$ cat src/rtl/core/cplf_queue.sv
`default_nettype none
// ----------------------------------------------------------------------------
// cplf_queue
// Two-entry queue between the classifying front and the fit back end.
// ----------------------------------------------------------------------------
module cplf_queue #(
    parameter int W = 8
) (
    input  wire logic         i_clk,
    input  wire logic         i_rst_n,
    input  wire logic         i_push,
    input  wire logic [W-1:0] i_data,
    output logic              o_full,
    input  wire logic         i_pop,
    output logic              o_valid,
    output logic [W-1:0]      o_data
);
    logic [W-1:0] r_slot [2];
    logic         r_wp, r_rp;
    logic [1:0]   r_cnt;

    assign o_full  = r_cnt == 2'd2;
    assign o_valid = r_cnt != 2'd0;
    assign o_data  = r_slot[r_rp];

    always_ff @(posedge i_clk) begin
        if (!i_rst_n) begin
            r_wp  <= 1'b0;
            r_rp  <= 1'b0;
            r_cnt <= 2'd0;
        end else begin
            if (i_push) begin
                r_wp <= !r_wp;
            end
            if (i_pop) begin
                r_rp <= !r_rp;
            end
            if (i_push && !i_pop) begin
                r_cnt <= r_cnt + 2'd1;
            end else if (!i_push && i_pop) begin
                r_cnt <= r_cnt - 2'd1;
            end
        end
    end

    always_ff @(posedge i_clk) begin
        if (i_push) begin
            r_slot[r_wp] <= i_data;
        end
    end

    a_no_overflow: assert property (@(posedge i_clk) disable iff (!i_rst_n)
        i_push |-> !o_full) else $error("queue push while full");
    a_no_underflow: assert property (@(posedge i_clk) disable iff (!i_rst_n)
        i_pop |-> o_valid) else $error("queue pop while empty");
    a_count_ptrs: assert property (@(posedge i_clk) disable iff (!i_rst_n)
        (r_cnt == 2'd1) |-> (r_wp != r_rp)) else $error("queue pointers disagree");

endmodule
`default_nettype wire

$ cat config.mk
export PLATFORM = sky130hd
export DESIGN_NAME = cplf_queue
export DESIGN_NICKNAME = d
export VERILOG_FILES = /design/src/rtl/core/cplf_queue.sv
export SDC_FILE = /design/constraint.sdc
export NUM_CORES = 1
export LEC_CHECK = 0
export BUFFER_PORTS_ARGS = -buffer_cell sky130_fd_sc_hd__buf_2
export CAP_MARGIN = 20
export CORE_UTILIZATION = 45
export DETAILED_ROUTE_END_ITERATION = 8
export PLACE_DENSITY = 0.78
export SYNTH_ARGS = -nofsm -noshare
export SYNTH_HDL_FRONTEND = slang
export SYNTH_SLANG_ARGS = --single-unit
$ cat constraint.sdc
create_clock -name i_clk -period 1.4 [get_ports i_clk]
set_input_delay 0 -clock i_clk [delete_from_list [all_inputs] [get_ports i_clk]]
set_output_delay 0 -clock i_clk [all_outputs]
set_load 0.1 [all_outputs]
==> results.py <==
metrics = {
    "setup_path": {
        "r2r_cells": 1,
        "cp_max_fo": 8,
        "reg2reg_slack_ps": 360,
        "reg2reg_from": "r_wp",
        "worstSetupPathType": "register to primary output",
        "cpMaxStageDelayCell": "dfxtp_4",
        "cp_slowest_stage_delay_ps": 420,
        "reg2reg_to": "r_slot[1][5]",
        "crit_arrival_ps": 1330,
        "worstPathRequired_ps": 1400,
        "path_buf_inv": 1,
        "cp_cell_sequence": "mux2_2, clkbuf_4",
        "critPathLaunchType": "register",
        "crit_path_end_kind": "primary output",
        "crit_family": "flip-flops",
    },
    "route": {
        "viasPerCell": 4.86,
        "detail-route-antenna-nets": 0,
        "finalWirelength_um": 1260,
        "vias": 471,
        "drcViolationCount": 2,
        "firstDrtPassIters": 6,
        "drt_iter0_drc": 4,
        "wl_per_cell_um": 13.0,
    },
    "placed_design": {
        "globalplace.congestion": 0.669,
        "hpwl_um": 817,
        "portBuffers": 21,
    },
    "sta": {
        "final.period_utilization_pct": 95.0,
        "final-setup-viol-count": 0,
        "setup_tns_ps": 0,
        "hold_viol_final": 0,
        "period_minus_slack_ps": 1330,
        "worst_slew_pin_slew_ps": 485,
        "maxSlewViolCount": 0,
        "max_slew_margin_pct": 67.9,
        "timing.fmax_ghz": 0.752,
        "rsz0062_at_grt": "false",
        "clock_skew_ps": 0.731,
    },
    "synthesis": {
        "yosysTopAreaCell": "edfxtp_1",
        "ys_types": 16,
        "synth_most_common_cell": "edfxtp_1",
        "yosys-top-cells-area": "edfxtp_1, dfxtp_1, mux2_2",
        "synthFlopType": "edfxtp_1",
        "ys.warnings.count": 0,
        "syn_nets": 60,
        "ys_ff_latch": 21,
        "synth-edff-count": 16,
        "synth.top_cells.by_count": "edfxtp_1, mux2_2, dfxtp_1",
        "syn_inst": 47,
        "yosysSeqAreaShare_pct": 72.8,
        "syn_area_um2": 797,
        "avgSynthCellArea_um2": 17.0,
        "async_reset_ff_share_pct": 0,
        "yosys.area.top_type_share_pct": 60.3,
    },
    "power": {
        "seqPwrFrac_pct": 51.1,
        "netSwitchingPower_mw": 0.499,
        "switching_share_pct": 34.6,
        "clkPwrFrac_pct": 19.0,
        "ir_drop_mv": 0.844,
        "power_density_nw_per_um2": 1350,
        "p_leak_nw": 0.430,
        "p_int_mw": 0.943,
        "p_comb_share_pct": 29.8,
    },
    "floorplan": {
        "rows": 14,
        "die_w_um": 44.1,
        "ios": 22,
        "die_height_um": 44.1,
        "dieArea_um2": 1940,
        "initial_utilization_pct": 50.6,
        "core_um2": 1580,
    },
    "min_path": {
        "holdCritStartpoint": "i_pop",
        "whs_path_depth": 3,
        "hold_class": "primary input to register",
    },
    "clocking": {
        "tritoncts": "built",
        "numCtsBuffers": 3,
        "cts_buffer_depth": 2,
        "post_cts_buffers": 0,
        "cts.sinks": 21,
        "htree_levels": 1,
        "clk_latency_ps": 290,
        "root_buffer": "clkbuf_4",
        "clk_pin_slew_ps": 100,
    },
    "run": {
        "maxCapViolCount": 0,
    },
    "layout": {
        "nNetsFinal": 95,
        "syn_to_final_growth_pct": 33.6,
        "diodes": 0,
        "final_util_pct": 67.5,
        "layout-drive-gt1-share_pct": 44.4,
    },
    "global_route": {
        "grt_usage_pct": 14.7,
        "gr-total-overflow": 0,
        "grt_pass1_vias": 481,
        "grt_pass1_wl_um": 1910,
        "antenna_found_initial": 0,
        "grt_max_degree": 12,
    },
    "status": {
        "status": "complete, but fails checks",
        "violations": "DRC",
    },
}
routing by layer:
layer / global-route usage [%] / vias up / share of wire (%)
met4: 10.3 / 0 / 1.7
met5: 0 / - / 0
met1: 14.2 / 212 / 42
met2: 24.4 / 16 / 50
met3: 6.94 / 4 / 6.3
li1: - / 239 / -
power by group through the flow:
stage	registers, mW	clock network [mW]	logic, mW
finish	0.737	0.274	0.430
global route	0.742	0.316	0.447
CTS	0.739	0.282	0.422
detailed placement	0.752	0	0.399
global placement	0.749	0	0.396
floorplan	0.739	0	0.349
kinds of logic after synthesis:
logic type	Yosys count	synth area share [%]
DFF	21	72.8
AOI/OAI and AO/OA	3	2.51
buffers and inverters	2	1.10
adders and majority gates	1	1.57
muxes	8	11.3
and+or+nand+nor	9	7.38
xor gates and xnor gates	3	3.30
cells in the final DEF, fill, tap and decap left out:
| cell | count |
|---|---|
| edfxtp_1 | 16 |
| buf_2 | 13 |
| clkbuf_4 | 10 |
| dlygate4sd3_1 | 9 |
| mux2_2 | 8 |
| and2_1 | 4 |
| dfxtp_1 | 4 |
| xor2_1 | 2 |
| nor2b_1 | 2 |
| buf_4 | 2 |
| inv_1 | 1 |
| or2_2 | 1 |
| and2b_2 | 1 |
| o21a_1 | 1 |
| o21ai_0 | 1 |
| or3_1 | 1 |
| a21boi_1 | 1 |
| xnor2_1 | 1 |
| ha_1 | 1 |
| dfxtp_4 | 1 |
| clkbuf_1 | 1 |
timing repair:
item                       4_1_cts  5_1_grt
hold endpoints to repair        21        0
setup endpoints to repair        8        7
hold buffers                     9        0
gates resized for setup          2        8
sequential cells by signal, summed over array words and instances, names as in the netlist, named ones only:
signal and cells:
r_slot 16, r_wp 1, r_cnt 2, r_rp 1
cell type report:
cell class,instances,area (µm²)
clock buffer,4,26.3
fill,119,512
inverter,1,3.75
multi-input combinational,24,208
sequential,21,584
tap,16,20.0
timing repair buffer,31,223
worst max path at each step:
| stage | slack, ps | from | cells past startpoint | endpoint |
|---|---|---|---|---|
| final | 70 | register | 2 | o_data[2] |
| after global routing | 10 | register | 2 | o_data[4] |
| after CTS | 2 | register | 2 | o_data[2] |
| after detailed placement | 220 | register | 2 | o_data[5] |
| after global placement | 220 | register | 2 | o_data[2] |
| after floorplan | 300 | r_wp | 1 | r_slot[0][0] |
stage by stage:
stage / area (µm²) / cells / power, mW / hold WS, ps / worst slack, ps
2_1_floorplan: 797 / 47 / 1.09 / 98.9 / 296
3_3_place_gp: 925 / 84 / 1.15 / 188 / 220
3_5_place_dp: 925 / 84 / 1.15 / 192 / 223
4_1_cts: 1040 / 97 / 1.44 / 36.5 / 2.06
5_1_grt: 1060 / 97 / 1.50 / 49.0 / 10.6
6_report: 1060 / 97 / 1.44 / 42.2 / 70.4
Note: power is estimated with default switching activity, not from simulation.
