===== config.mk =====
export PLATFORM = sky130hd
export DESIGN_NAME = cplf_front
export DESIGN_NICKNAME = d
export VERILOG_FILES = /design/src/rtl/core/cplf_pkg.sv /design/src/rtl/core/cplf_front.sv
export SDC_FILE = /design/constraint.sdc
export NUM_CORES = 2
export LEC_CHECK = 0
export ABC_AREA = 1
export BUFFER_PORTS_ARGS = -buffer_cell sky130_fd_sc_hd__buf_4
export CORE_ASPECT_RATIO = 1.5
export CORE_MARGIN = 4
export CORE_UTILIZATION = 44
export CTS_CLUSTER_SIZE = 14
export DETAILED_ROUTE_END_ITERATION = 7
export SLEW_MARGIN = 40
export SYNTH_ARGS = -nofsm -noshare
export SYNTH_HDL_FRONTEND = slang
export SYNTH_SLANG_ARGS = --single-unit

===== constraint.sdc =====
create_clock -name i_clk -period 8.2 [get_ports i_clk]
set_clock_uncertainty 0.05 [all_clocks]
set_input_delay 1.64 -clock i_clk [delete_from_list [all_inputs] [get_ports i_clk]]
set_output_delay 1.64 -clock i_clk [all_outputs]
set_load 0.02 [all_outputs]

===== src/rtl/core/cplf_pkg.sv =====
`default_nettype none
// ----------------------------------------------------------------------------
// cplf_pkg
// Shared types, constants and the arctangent table of the phase line fit.
// ----------------------------------------------------------------------------
package cplf_pkg;

    localparam int MAX_SAMPLES_DEF = 256;
    localparam int PHASE_BITS_DEF  = 16;

    localparam int PROD_W       = 33;   // ref * conj(echo), one component
    localparam int TIME_W       = 32;
    localparam int CORDIC_STEPS = 28;
    localparam int CORDIC_W     = 45;   // normalized vector plus CORDIC gain
    localparam int NORM_SHIFT   = 40;   // normalize until a component reaches 2^40
    localparam int STEP_W       = 5;

    typedef struct packed {
        logic                      fit;     // item enters the fit
        logic signed [PROD_W-1:0]  p_re;
        logic signed [PROD_W-1:0]  p_im;
        logic                      last;
        logic                      cap_ok;
        logic [TIME_W-1:0]         tdiff;
    } t_item;

    // atan(2^-k) in units of 2^32 per turn
    function automatic logic [31:0] cplf_angle(input logic [STEP_W-1:0] k);
        logic [31:0] a;
        case (k)
            5'd0:  a = 32'd536870912;
            5'd1:  a = 32'd316933406;
            5'd2:  a = 32'd167458907;
            5'd3:  a = 32'd85004756;
            5'd4:  a = 32'd42667331;
            5'd5:  a = 32'd21354465;
            5'd6:  a = 32'd10679838;
            5'd7:  a = 32'd5340245;
            5'd8:  a = 32'd2670163;
            5'd9:  a = 32'd1335087;
            5'd10: a = 32'd667544;
            5'd11: a = 32'd333772;
            5'd12: a = 32'd166886;
            5'd13: a = 32'd83443;
            5'd14: a = 32'd41722;
            5'd15: a = 32'd20861;
            5'd16: a = 32'd10430;
            5'd17: a = 32'd5215;
            5'd18: a = 32'd2608;
            5'd19: a = 32'd1304;
            5'd20: a = 32'd652;
            5'd21: a = 32'd326;
            5'd22: a = 32'd163;
            5'd23: a = 32'd81;
            5'd24: a = 32'd41;
            5'd25: a = 32'd20;
            5'd26: a = 32'd10;
            5'd27: a = 32'd5;
            default: a = 32'd0;
        endcase
        return a;
    endfunction

endpackage
`default_nettype wire


===== src/rtl/core/cplf_front.sv =====
`default_nettype none
// ----------------------------------------------------------------------------
// cplf_front
// Accepts sample pairs, forms ref * conj(echo), tags the sample index and
// classifies each transaction (enters fit, last) for the queue.
// ----------------------------------------------------------------------------
module cplf_front #(
    parameter int MAX_SAMPLES = cplf_pkg::MAX_SAMPLES_DEF
) (
    input  wire logic                              i_clk,
    input  wire logic                              i_rst_n,
    input  wire logic                              i_valid,
    output logic                                   o_stall,
    input  wire logic signed [15:0]                i_ref_i,
    input  wire logic signed [15:0]                i_ref_q,
    input  wire logic signed [15:0]                i_echo_i,
    input  wire logic signed [15:0]                i_echo_q,
    input  wire logic                              i_last,
    input  wire logic                              i_captures_valid,
    input  wire logic [cplf_pkg::TIME_W-1:0]       i_ref_time,
    input  wire logic [cplf_pkg::TIME_W-1:0]       i_echo_time,
    output logic                                   o_push,
    output cplf_pkg::t_item                        o_item,
    output logic [$clog2(MAX_SAMPLES)-1:0]         o_x,
    input  wire logic                              i_full
);
    import cplf_pkg::*;

    localparam int XW = $clog2(MAX_SAMPLES);
    localparam int CW = $clog2(MAX_SAMPLES + 1);

    logic          r_v;
    t_item         r_item;
    logic [XW-1:0] r_x;
    logic [CW-1:0] r_idx;
    logic          accept;
    logic          in_range;
    logic signed [31:0] m_ii, m_qq, m_qi, m_iq;

    assign o_stall  = r_v && i_full;
    assign accept   = i_valid && !o_stall;
    assign o_push   = r_v && !i_full;
    assign o_item   = r_item;
    assign o_x      = r_x;
    assign in_range = r_idx < CW'(MAX_SAMPLES);

    assign m_ii = i_ref_i * i_echo_i;
    assign m_qq = i_ref_q * i_echo_q;
    assign m_qi = i_ref_q * i_echo_i;
    assign m_iq = i_ref_i * i_echo_q;

    always_ff @(posedge i_clk) begin
        if (!i_rst_n) begin
            r_v   <= 1'b0;
            r_idx <= '0;
        end else begin
            r_v <= accept || (r_v && i_full);
            if (accept) begin
                if (i_last) begin
                    r_idx <= '0;
                end else if (in_range) begin
                    r_idx <= r_idx + CW'(1);
                end
            end
        end
    end

    always_ff @(posedge i_clk) begin
        if (accept) begin
            r_item.fit    <= in_range && ((i_echo_i != 16'sd0) || (i_echo_q != 16'sd0));
            r_item.p_re   <= PROD_W'(m_ii) + PROD_W'(m_qq);
            r_item.p_im   <= PROD_W'(m_qi) - PROD_W'(m_iq);
            r_item.last   <= i_last;
            r_item.cap_ok <= i_captures_valid;
            r_item.tdiff  <= i_echo_time - i_ref_time;
            r_x           <= r_idx[XW-1:0];
        end
    end

endmodule
`default_nettype wire


==> results.sh <==
export IMPL_post_syn_nets=7412
export IMPL_final_max_slew_viol_count=0
export IMPL_start_kind="primary input"
export IMPL_routed_wl_met3_mm=6.60
export IMPL_route_vias_total=36725
export IMPL_final_fill_count=10637
export IMPL_timing_final_crit_period_ps=7910
export IMPL_ant_nets=0
export IMPL_nets=7802
export IMPL_worstHoldPathType="reg -> reg"
export IMPL_avgSynthCellArea_um2=8.35
export IMPL_max_slew_worst_pin_slew_ps=749
export IMPL_htree_levels=4
export IMPL_port_buffers=244
export IMPL_area_of_combinational_cells_with_multiple_inputs_um2=36600
export IMPL_detailroute_wirelength_met2_mm=70.3
export IMPL_dr_pass1_iters=6
export IMPL_synth_seq_area_share_pct=7.22
export IMPL_fin_hold_viols=0
export IMPL_number_of_different_library_cells_in_the_post_synthesis_netlist=45
export IMPL_end_kind="register"
export IMPL_async_flop_share_pct=0
export IMPL_cts_sink_count=119
export IMPL_grt_overflow_total=0
export IMPL_yosys_most_used_dff="sky130_fd_sc_hd__edfxtp_1"
export IMPL_wl_per_cell_um=17.7
export IMPL_vias_per_cell=4.84
export IMPL_clock_tree_buffer_depth=2
export IMPL_fp_dieW_um=278
export IMPL_max_slew_margin_pct=50.0
export IMPL_clkLatencyLatePin_ps=480
export IMPL_finalSetupViolCount=0
export IMPL_floorplan_die_area_um2=115000
export IMPL_layout_commonest_cell="sky130_fd_sc_hd__inv_1"
export IMPL_highest_signal_layer_in_the_routed_design="met4"
export IMPL_regToRegStartpoint="r_v"
export IMPL_boundaryPins=245
export IMPL_tritoncts_clock_tree="built"
export IMPL_crit_type="in -> reg"
export IMPL_route_layer_met1_wl_mm=49.2
export IMPL_critPathArrivalTime_ps=8120
export IMPL_postCtsHoldBufs=0
export IMPL_regToRegSetupSlack_ps=5800
export IMPL_cap_viol_max_count=0
export IMPL_drive_above_1_share_pct=11.6
export IMPL_synth_seq_cells=119
export IMPL_route_final_wire_length_mm=134
export IMPL_cts_made_buffers=17
export IMPL_grt_max_degree=51
export IMPL_cp_top_family="adder cells"
export IMPL_final_setup_tns_ps=0
export IMPL_placedCellCount=7556
export IMPL_grt_antenna_before_repair=4
export IMPL_timing_hold_worst_path_depth=0
export IMPL_post_route_non_filler_standard_cell_count=7595
export IMPL_regToRegEndpoint="o_item[87]"
export IMPL_slowest_delay_ps=560
export IMPL_start_util_pct=44.3
export IMPL_ctsRootBufferMaster="sky130_fd_sc_hd__clkbuf_16"
export IMPL_seqCellArea_um2=3470
export IMPL_die_height_um=413
export IMPL_area_growth_synth_to_final_pct=13.2
export IMPL_final_cell_mix="1918 x sky130_fd_sc_hd__inv_1, 1306 x sky130_fd_sc_hd__nand2_1, 1173 x sky130_fd_sc_hd__fa_1"
export IMPL_initialDrtViolationCount=2173
export IMPL_count_of_yosys_warnings_during_synthesis=0
export IMPL_largest_area_contributor_in_the_synthesized_netlist="sky130_fd_sc_hd__fa_1"
export IMPL_fin_crit_sh_pct=96.5
export IMPL_routability_congestion_estimate_from_global_placement=0.930
export IMPL_worstHoldEndpoint="o_x[7]"
export IMPL_synth_cells=5762
export IMPL_fp_rows=148
export IMPL_crit_required_ps=8410
export IMPL_mappedNetlistArea_um2=48100
export IMPL_first_pass_grt_wire_length_mm=218
export IMPL_synth_edff_count=109
export IMPL_worstPathBufferInverterCount=9
export IMPL_worstPathMaxFanout=12
export IMPL_setup_repair_after_global_routing_missed_its_margin="false"
export IMPL_netlist_top_cells_area="sky130_fd_sc_hd__fa_1 49%, sky130_fd_sc_hd__inv_1 15%, sky130_fd_sc_hd__nand2_1 10%"
export IMPL_netlist_area_leader_share_pct=48.8
export IMPL_ff2ff_path_depth=5
export IMPL_clk_pin_slew_ps=70
export IMPL_remaining_drc_errors=0
export IMPL_worst_hold_startpoint="r_idx[7]"
export IMPL_placeableCoreArea_um2=109000
export IMPL_outcome="finished, final reports clean"
export IMPL_grt_use_total_pct=24.6
export IMPL_worst_path_max_delay_cell="sky130_fd_sc_hd__fa_1"
export IMPL_grt_pass1_vias=40649
export IMPL_dp_final_hpwl_mm=117
export IMPL_max_clock_freq_ghz=0.126
## layer usage
layer  up-vias  global-route usage, %
met2      1083                   44.8
met1     18509                   28.6
met5         -                      0
li1      16872                      -
met3       261                   2.70
met4         0                   12.6
## worst max-delay path by stage
| stage | cells after the start | to | from | slack, ps |
|---|---|---|---|---|
| after detailed placement | 26 | o_item[66] | i_ref_q[15] | -270 |
| after floorplan | 28 | o_item[66] | i_ref_i[15] | 60 |
| after CTS | 26 | o_item[66] | i_ref_q[15] | 250 |
| final | 26 | o_item[66] | i_ref_q[15] | 290 |
| after global routing | 24 | o_item[98] | i_ref_i[15] | 10 |
| after global placement | 25 | o_item[66] | i_ref_q[15] | -240 |
## cells in the mapped netlist, types with 2 or more instances
| library cell | instances |
|---|---|
| sky130_fd_sc_hd__a21boi_0 | 4 |
| sky130_fd_sc_hd__a21boi_1 | 2 |
| sky130_fd_sc_hd__a21o_1 | 17 |
| sky130_fd_sc_hd__a21oi_1 | 101 |
| sky130_fd_sc_hd__a21oi_2 | 5 |
| sky130_fd_sc_hd__a31oi_1 | 11 |
| sky130_fd_sc_hd__and3_1 | 2 |
| sky130_fd_sc_hd__buf_1 | 12 |
| sky130_fd_sc_hd__buf_2 | 2 |
| sky130_fd_sc_hd__clkbuf_1 | 209 |
| sky130_fd_sc_hd__clkinv_1 | 4 |
| sky130_fd_sc_hd__dfxtp_1 | 10 |
| sky130_fd_sc_hd__edfxtp_1 | 109 |
| sky130_fd_sc_hd__fa_1 | 1174 |
| sky130_fd_sc_hd__ha_1 | 342 |
| sky130_fd_sc_hd__inv_1 | 1920 |
| sky130_fd_sc_hd__inv_2 | 6 |
| sky130_fd_sc_hd__nand2_1 | 1306 |
| sky130_fd_sc_hd__nand2_2 | 20 |
| sky130_fd_sc_hd__nand3_1 | 86 |
| sky130_fd_sc_hd__nand3_2 | 7 |
| sky130_fd_sc_hd__nand3b_1 | 6 |
| sky130_fd_sc_hd__nand4_1 | 28 |
| sky130_fd_sc_hd__nor2_1 | 148 |
| sky130_fd_sc_hd__nor2_2 | 11 |
| sky130_fd_sc_hd__nor3_1 | 12 |
| sky130_fd_sc_hd__nor3_2 | 3 |
| sky130_fd_sc_hd__nor4_1 | 8 |
| sky130_fd_sc_hd__nor4_2 | 2 |
| sky130_fd_sc_hd__o211ai_1 | 4 |
| sky130_fd_sc_hd__o21a_1 | 3 |
| sky130_fd_sc_hd__o21ai_0 | 39 |
| sky130_fd_sc_hd__o21ai_1 | 13 |
| sky130_fd_sc_hd__o21ai_2 | 6 |
| sky130_fd_sc_hd__o21bai_1 | 14 |
| sky130_fd_sc_hd__or2_2 | 23 |
| sky130_fd_sc_hd__xnor2_1 | 16 |
| sky130_fd_sc_hd__xor2_1 | 69 |
| sky130_fd_sc_hd__xor2_2 | 2 |
## layout make-up
| type | instances | area share (%) |
|---|---|---|
| inverters | 1930 | 13.3 |
| multi-input cells | 3490 | 67.1 |
| clock buffers | 20 | 0.801 |
| well taps | 1425 | 3.27 |
| repair buffers | 594 | 8.85 |
| flip-flops and latches | 119 | 6.37 |
| diodes | 5 | 0.0230 |
| clock inverters | 12 | 0.237 |
## sequential cells by signal (all words and copies together) (netlist names)
name and flops:
r_idx 9, o_x 8, o_item 101, r_v 1
## timing repair
item,CTS,global route
buffers inserted,0,2
setup endpoints to repair,0,5
resized for setup,0,3
## per-stage QoR
| step | instance area (µm²) | worst slack (ps) | util [%] | hold slack [ps] |
|---|---|---|---|---|
| final | 54500 | 287 | 50.2 | 413 |
| after global routing | 54500 | 11.6 | 50.2 | 428 |
| after CTS | 54400 | 250 | 50.2 | 413 |
| after detailed placement | 53900 | -269 | 49.6 | 401 |
| after global placement | 53900 | -237 | 49.6 | 398 |
| after floorplan | 48100 | 58.9 | - | 375 |
## kinds of logic (layout without fill, tap and decap cells)
group	count (synthesis)	count (layout)	share of synthesized area [%]
buffers and inverters	2153	2556	16.8
AND/OR/NAND/NOR	1665	1665	14.0
adder cells (fa/ha/maj)	1516	1516	57.7
AO/OA/AOI/OAI	222	222	2.68
flip-flops	119	119	7.22
XOR/XNOR	87	87	1.61
other	0	5	0
Power is left out: the tool's default activity adds up to more than one toggle a clock period on the data nets, which glitch-free logic cannot reach.
